[config.mk]
export PLATFORM = sky130hd
export DESIGN_NAME = owoc_ram
export DESIGN_NICKNAME = d
export VERILOG_FILES = /design/src/rtl/owoc_ram.sv
export SDC_FILE = /design/constraint.sdc
export NUM_CORES = 1
export LEC_CHECK = 0
export BUFFER_PORTS_ARGS = -buffer_cell sky130_fd_sc_hd__buf_2
export CAP_MARGIN = 40
export CORE_MARGIN = 2
export CORE_UTILIZATION = 50
export DETAILED_ROUTE_END_ITERATION = 12
export PLACE_DENSITY = 0.72
export SETUP_SLACK_MARGIN = 0.02
export SYNTH_ARGS = -nofsm -noshare
export SYNTH_HDL_FRONTEND = slang
export SYNTH_SLANG_ARGS = --single-unit
[constraint.sdc]
create_clock -name clk -period 1.8 [get_ports clk]
set_clock_uncertainty 0.1 [all_clocks]
set_input_delay 0.36 -clock clk [delete_from_list [all_inputs] [get_ports clk]]
set_output_delay 0.36 -clock clk [all_outputs]
set_load 0.01 [all_outputs]
[src/rtl/owoc_ram.sv]
module owoc_ram #(
  parameter int WIDTH = 1,
  parameter int DEPTH = 16
) (
  input  logic                     clk,
  input  logic                     we,
  input  logic [$clog2(DEPTH)-1:0] waddr,
  input  logic [WIDTH-1:0]         wdata,
  input  logic                     re,
  input  logic [$clog2(DEPTH)-1:0] raddr,
  output logic [WIDTH-1:0]         rdata
);

  logic [WIDTH-1:0] mem [DEPTH];

  always_ff @(posedge clk) begin
    if (we) begin
      mem[waddr] <= wdata;
    end
    if (re) begin
      rdata <= mem[raddr];
    end
  end

endmodule

After elaboration in Yosys (flattened, before gate mapping)
Memory sizes are Yosys's and may differ from the RTL's. A register that Yosys moved wholly into a read port is not among the register bits.
Cells that the tools add are included.
- memories: 1
- RAM bits: 16
- bits of input ports: 12
- register bits after elaboration: 0
- word-level logic and storage cells: 3
- memory list (name ; depth ; bits a word ; read ports ; clocked after Yosys merged registers in ; write ports ; RTL line ; source):
    mem ; 16 ; 1 ; 1 ; 1 ; 1 ; 14 ; logic [WIDTH-1:0] mem [DEPTH];
- mux-type cells: 2
- operator list (operator ; count):
    $mux W1 ; 2

Longest topological paths before layout
Gate-level depths: netlist of the first run.
- depth after elaboration: 2
- mapped depth: 3
- mapped depth without buffers: 3

Worst setup path after synthesis of the first run
OpenSTA, ideal clock, no wires.
- kind: in2reg
- from: input raddr[0]
- to: register rdata (read register of mem), data pin
- path buffers: 0
- data arrival time: 1.073 ns
- slack: 0.366 ns
- data required time: 1.439 ns
- cell stages on the path: 3
- cell sequence: mux4_1 mux2i_1 mux2i_1
- RTL lines (what ; RTL line ; source):
    start, declared ; 10 ; input logic [$clog2(DEPTH)-1:0] raddr,
    end, declared ; 11 ; output logic [WIDTH-1:0] rdata

==> results.txt, run 1 <==
Critical R2R Capture -> rdata
unrepaired setup endpoints after global routing -> no
max cap viols -> 0
share of layout cells above drive strength 1 -> 0.254
crit path DAT -> 1.40 ns
detailed-placement wirelength estimate -> 814 um
CTS tree -> yes
Adder-Cell Fraction of Synth Area -> 0
distinct cell type count after synthesis -> 10
vias in the first global route -> 444
Hold Vio Cnt, Final -> 0
CP startpoint -> mem[1]
Yosys Warn Count -> 0
Post-Syn Instances -> 47
DRC violations left -> 0
Hold-fix buffers, CTS -> 0
drt via density -> 5.61
Synth Area in XOR/XNOR -> 0
clk_lat worst skew -> 0.29 ns
antenna diode count -> 0
TNS Setup -> 0 ns
worst-margin pin slew -> 0.224 ns
Starting Density -> 0.520
CP Capture Point -> rdata
largest family of logic cells by synthesized area -> multiplexers
total track usage -> 0.143
drt first-iter violations -> 19
post-layout min period -> 1.45 ns
Layout area overhead -> 14.1%
kind of critical path -> reg2reg
H-tree lvl count -> 1
mapped cell area -> 756 um2
min-delay src -> re
Via Count -> 443
Seq cells post-synth -> 17
core area -> 1450 um2
Lkg Pwr -> 0.000308 uW
placer's final routability congestion estimate -> 0.733
Critical Path RT -> 1.75 ns
antenna-violating nets left -> 0
drt total wl -> 1050 um
post-synth net total -> 59
FF-to-FF Start -> mem[1]
CTS Buf Count -> 3
reg-to-reg setup timing slack -> 0.35 ns
Crit Path Max Fanout -> 1
Compound-Gate Fraction of Synth Area -> 0
root buf cell -> clkbuf_4
largest net degree at the start of global routing -> 17
CTS Buffer Depth -> 2
post-CTS sizing -> 0
# rows -> 14
Final #Nets -> 76
sequential-to-total area share from yosys stat -> 0.675
Port Buffers -> 12
Setup WS pre-CTS -> 0.140 ns
Worst Hold Class -> in2reg
io pins -> 13
worst reg2reg path depth -> 3
Hold Slack -> 0.167 ns
Synth area leaders -> edfxtp_1 68%, mux4_1 14%, nor2_1 6.0%
commonest cells after routing, fill and taps aside -> 17 x edfxtp_1, 12 x nor2_1, 12 x buf_2, 4 x nor3_1, 4 x mux4_1
die span in x -> 42.9 um
fmax -> 688 MHz
clock sink total -> 17
Post-CTS Setup Repair Bufs -> 0
Final Setup Violations -> 0
post-synth top area cell -> edfxtp_1
drt wl/cell -> 13.3 um
Post-Synth Simple-Gate Area -> 0.146
Synth Area per Inst -> 16.1 um2
initial antenna violation count -> 0
Worst-path clk slew -> 0.09 ns
run status -> complete, no violations
Peak VDD IR -> 0.451 mV
most common cell after layout, fill and taps aside -> edfxtp_1
Slew HR -> 0.850
setup ws final -> 0.347 ns
area of the die -> 1840 um2
final slew viol count -> 0
die span in y -> 42.9 um
first-pass GRT wire length -> 1840 um
total gr overflow -> 0
crit end category -> flip-flop
drt first pass iters -> 4
CP Launch Type -> flip-flop
Synth top area share -> 0.675
post-synthesis mux area share -> 0.179
PD cells -> 813 nW/um2
final period utilization -> 0.807
critical path, stage by stage, from the launching register on:
cell and delay (ns):
edfxtp_1 0.38, mux4_1 0.51, mux2i_1 0.15, mux2i_1 0.08
layout make-up:
cell class	instances	area (um2)
fillers	118	592
flip-flops and latches	17	510
multi-input cells	30	245
repair buffers	12	60.1
clock buffers	4	26.3
well taps	16	20.0
worst min path at each step:
stage | slack, ns | cells after the start | end
floorplan | 0.36 | 0 | mem[0]
global placement | 0.47 | 1 | rdata
detailed placement | 0.47 | 1 | rdata
CTS | 0.17 | 1 | rdata
global route | 0.17 | 1 | rdata
finish | 0.17 | 1 | rdata
through the flow:
step                cells  total power, uW  utilization  instance area (um2)
floorplan              47              484            -                  756
global placement       75              514        0.575                  836
detailed placement     75              515        0.575                  836
CTS                    79              704        0.593                  862
global route           79              727        0.593                  862
finish                 79              701        0.593                  862
layer usage:
layer | routed length (um) | share of wire | global-route usage | vias to the layer above
li1 | - | - | - | 219
met3 | 63 | 0.060 | 0.0255 | 4
met1 | 441 | 0.42 | 0.164 | 205
met2 | 517 | 0.49 | 0.242 | 15
met5 | 0 | 0 | 0 | -
met4 | 26 | 0.025 | 0.0938 | 0
state kept, by name (all words and copies together), names as in the netlist:
| register | cells |
|---|---|
| mem | 16 |
| rdata | 1 |
Yosys cell counts:
cell type and number:
mux2i_1 3, mux4_1 4, nand2_1 1, or3b_2 1
nor2_1 12, nand3b_1 2, nand3_1 1, nor3_1 4
nand2b_1 2, edfxtp_1 17
report_power, final:
group | internal (uW) | switching, uW | total [uW] | leakage [uW]
registers | 445 | 1.87 | 447 | 0.000154
clock network | 86.2 | 110 | 196 | 0.0000150
logic | 27.5 | 30.6 | 58.0 | 0.000139
total | 559 | 142 | 701 | 0.000308
cell families (layout without fill, tap and decap cells):
kind of cell | count (synthesis) | in the layout
mux | 7 | 7
buf+inv | 0 | 16
flops | 17 | 17
simple gates | 23 | 23
Power figures use the tool's default switching activity.
==> run 2, diff against run 1 <==
--- a/config.mk
+++ b/config.mk
@@ -8,9 +8,9 @@
 export BUFFER_PORTS_ARGS = -buffer_cell sky130_fd_sc_hd__buf_2
 export CAP_MARGIN = 40
 export CORE_MARGIN = 2
-export CORE_UTILIZATION = 50
+export CORE_UTILIZATION = 47
 export DETAILED_ROUTE_END_ITERATION = 12
-export PLACE_DENSITY = 0.72
+export PLACE_DENSITY = 0.71
 export SETUP_SLACK_MARGIN = 0.02
 export SYNTH_ARGS = -nofsm -noshare
 export SYNTH_HDL_FRONTEND = slang
==> constraint.sdc (replaced) <==
create_clock -name clk -period 1.24 [get_ports clk]
set_clock_uncertainty 0.1 [all_clocks]
set_input_delay 0.248 -clock clk [delete_from_list [all_inputs] [get_ports clk]]
set_output_delay 0.248 -clock clk [all_outputs]
set_load 0.01 [all_outputs]
==> results.txt, run 2 (same netlist as run 1, synthesis figures left out) <==
Largest Register -> mem
Hold-fix buffers, CTS -> 0 (unchanged)
WL met2 -> 537 um (+3.9%)
CTS tree -> yes
drt first-iter violations -> 3 (-16)
first-pass GRT wire length -> 1880 um (+1.8%)
share of layout cells above drive strength 1 -> 0.354 (+0.0999)
total gr overflow -> 0 (unchanged)
CTS Buffer Depth -> 2 (unchanged)
met1 wire length -> 524 um (+19%)
drt via density -> 5.43 (-3.1%)
failing checks -> setup timing
hold endpoint -> rdata
Slew HR -> 0.828 (-0.0224)
total track usage -> 0.145 (+0.00173)
die span in x -> 44.1 um (+2.9%)
Placed Instances -> 77 (+2.7%)
DR top layer -> met4
detailed-placement wirelength estimate -> 902 um (+11%)
FF-to-FF Start -> mem[14]
placer's final routability congestion estimate -> 0.730 (-0.42%)
vias in the first global route -> 460 (+3.6%)
io pins -> 13 (unchanged)
die span in y -> 44.1 um (+2.9%)
Largest regs -> mem x16, rdata x1
# rows -> 14 (unchanged)
kind of critical path -> reg2reg
setup ws final -> -0.195 ns (-0.542 ns)
Crit Path Max Fanout -> 1 (unchanged)
Worst-path clk slew -> 0.09 ns (about the same)
crit path DAT -> 1.38 ns (-0.02 ns)
Non-Filler Instances -> 81 (+2.5%)
H-tree lvl count -> 1 (unchanged)
clk_lat worst skew -> 0.28 ns (about the same)
Critical R2R Capture -> rdata
final period utilization -> 1.16 (+0.350)
min-delay src -> re
unrepaired setup endpoints after global routing -> yes
Setup WS pre-CTS -> -0.299 ns (-0.439 ns)
Port Buffers -> 12 (unchanged)
run status -> complete, but fails checks
Worst Hold Class -> in2reg
Final #Nets -> 78 (+2.6%)
initial antenna violation count -> 0 (unchanged)
Int Pwr -> 818 uW (+46%)
antenna-violating nets left -> 0 (unchanged)
fillcell total -> 125 (+5.9%)
crit end category -> flip-flop
sequential fraction of design power -> 0.629 (-0.009)
Crit path largest cell delay -> 0.47 ns (-0.04 ns)
Hold Vio Cnt, Final -> 0 (unchanged)
DRC violations left -> 0 (unchanged)
Critical Path RT -> 1.18 ns (-0.57 ns)
core area -> 1510 um2 (+3.6%)
CP max-delay cell -> mux4_2
drt wl/cell -> 14.3 um (+7.9%)
reg-to-reg setup timing slack -> -0.20 ns (-0.54 ns)
worst-margin pin slew -> 0.256 ns (+0.0316 ns)
Hold Path Depth -> 1 (unchanged)
max cap viols -> 0 (unchanged)
crit path cell chain -> mux4_2 -> mux2i_1 -> mux2i_1
root buf cell -> clkbuf_4
fmax -> 697 MHz (+1.2%)
drt total wl -> 1160 um (+11%)
commonest cells after routing, fill and taps aside -> 17 x edfxtp_1, 12 x nor2_1, 12 x buf_2, 4 x mux4_2
max reg flops -> 16 (unchanged)
Starting Density -> 0.502 (-0.0181)
sw power -> 215 uW (+51%)
post-layout min period -> 1.44 ns (-0.0176 ns)
Via Count -> 440 (-0.68%)
CTS Buf Count -> 3 (unchanged)
antenna diode count -> 0 (unchanged)
largest net degree at the start of global routing -> 17 (unchanged)
CP Launch Type -> flip-flop
Peak VDD IR -> 0.689 mV (+53%)
PD cells -> 1190 nW/um2 (+46%)
drt first pass iters -> 3 (-1)
Final Setup Violations -> 1 (+1)
WL met3 -> 70 um (+11%)
sw frac -> 0.208 (+0.00535)
clock sink total -> 17 (unchanged)
clock power share -> 0.279 (about the same)
most used cell, CP -> mux2i_1
final slew viol count -> 0 (unchanged)
combinational fraction of design power -> 0.092 (+0.009)
Layout area overhead -> 15.1%
worst reg2reg path depth -> 3 (unchanged)
Lkg Pwr -> 0.000304 uW (-1.5%)
area of the die -> 1940 um2 (+5.8%)
most common cell after layout, fill and taps aside -> edfxtp_1
==> run 2: power by group through the flow <==
stage | sequential (uW) | clock [uW] | combinational [uW]
floorplan | 664 | 0 | 42.6
global placement | 663 | 0 | 93.3
detailed placement | 663 | 0 | 97.0
CTS | 650 | 287 | 96.9
global route | 651 | 304 | 105
finish | 649 | 288 | 95.1
==> run 2: critical path, delay by kind of cell (launching register included) <==
family	cells	cell delay (ns)
mux	3	0.70
flops	1	0.39
==> run 2: metal layers <==
metal | vias up | GRT usage
met5 | - | 0
met4 | 0 | 0.0909
met3 | 4 | 0.0408
met2 | 15 | 0.244
met1 | 202 | 0.161
li1 | 219 | -
==> run 2: worst max-delay path by stage <==
stage               depth (start not counted)  endpoint      from
floorplan                                   3     rdata   mem[15]
global placement                            4     rdata  raddr[0]
detailed placement                          4     rdata  raddr[0]
CTS                                         3     rdata   mem[14]
global route                                3     rdata   mem[14]
finish                                      3     rdata   mem[14]
==> run 2: final cells by class <==
cell class / count / area [um2] / share of cell area
well taps: 16 / 20.0 / 0.0230
repair buffers: 14 / 75.1 / 0.0863
clock buffers: 4 / 26.3 / 0.0302
flip-flops and latches: 17 / 510 / 0.587
multi-input cells: 30 / 238 / 0.273
==> run 2: repair_timing <==
| action | in CTS | in global routing |
|---|---|---|
| setup endpoints to repair | 1 | 1 |
| pin swaps | 0 | 0 |
| setup buffers | 0 | 0 |
| gates resized for setup | 0 | 0 |
==> run 2: metrics by stage <==
step / hold slack, ns / setup TNS, ns / util / area, um2 / power, uW
4_1_cts: 0.0659 / -0.217 / 0.577 / 870 / 1030
2_1_floorplan: 0.247 / -0.103 / - / 748 / 706
6_report: 0.0616 / -0.195 / 0.577 / 870 / 1030
3_5_place_dp: 0.359 / -0.545 / 0.560 / 843 / 760
5_1_grt: 0.0627 / -0.259 / 0.577 / 870 / 1060
3_3_place_gp: 0.360 / -0.440 / 0.560 / 843 / 756
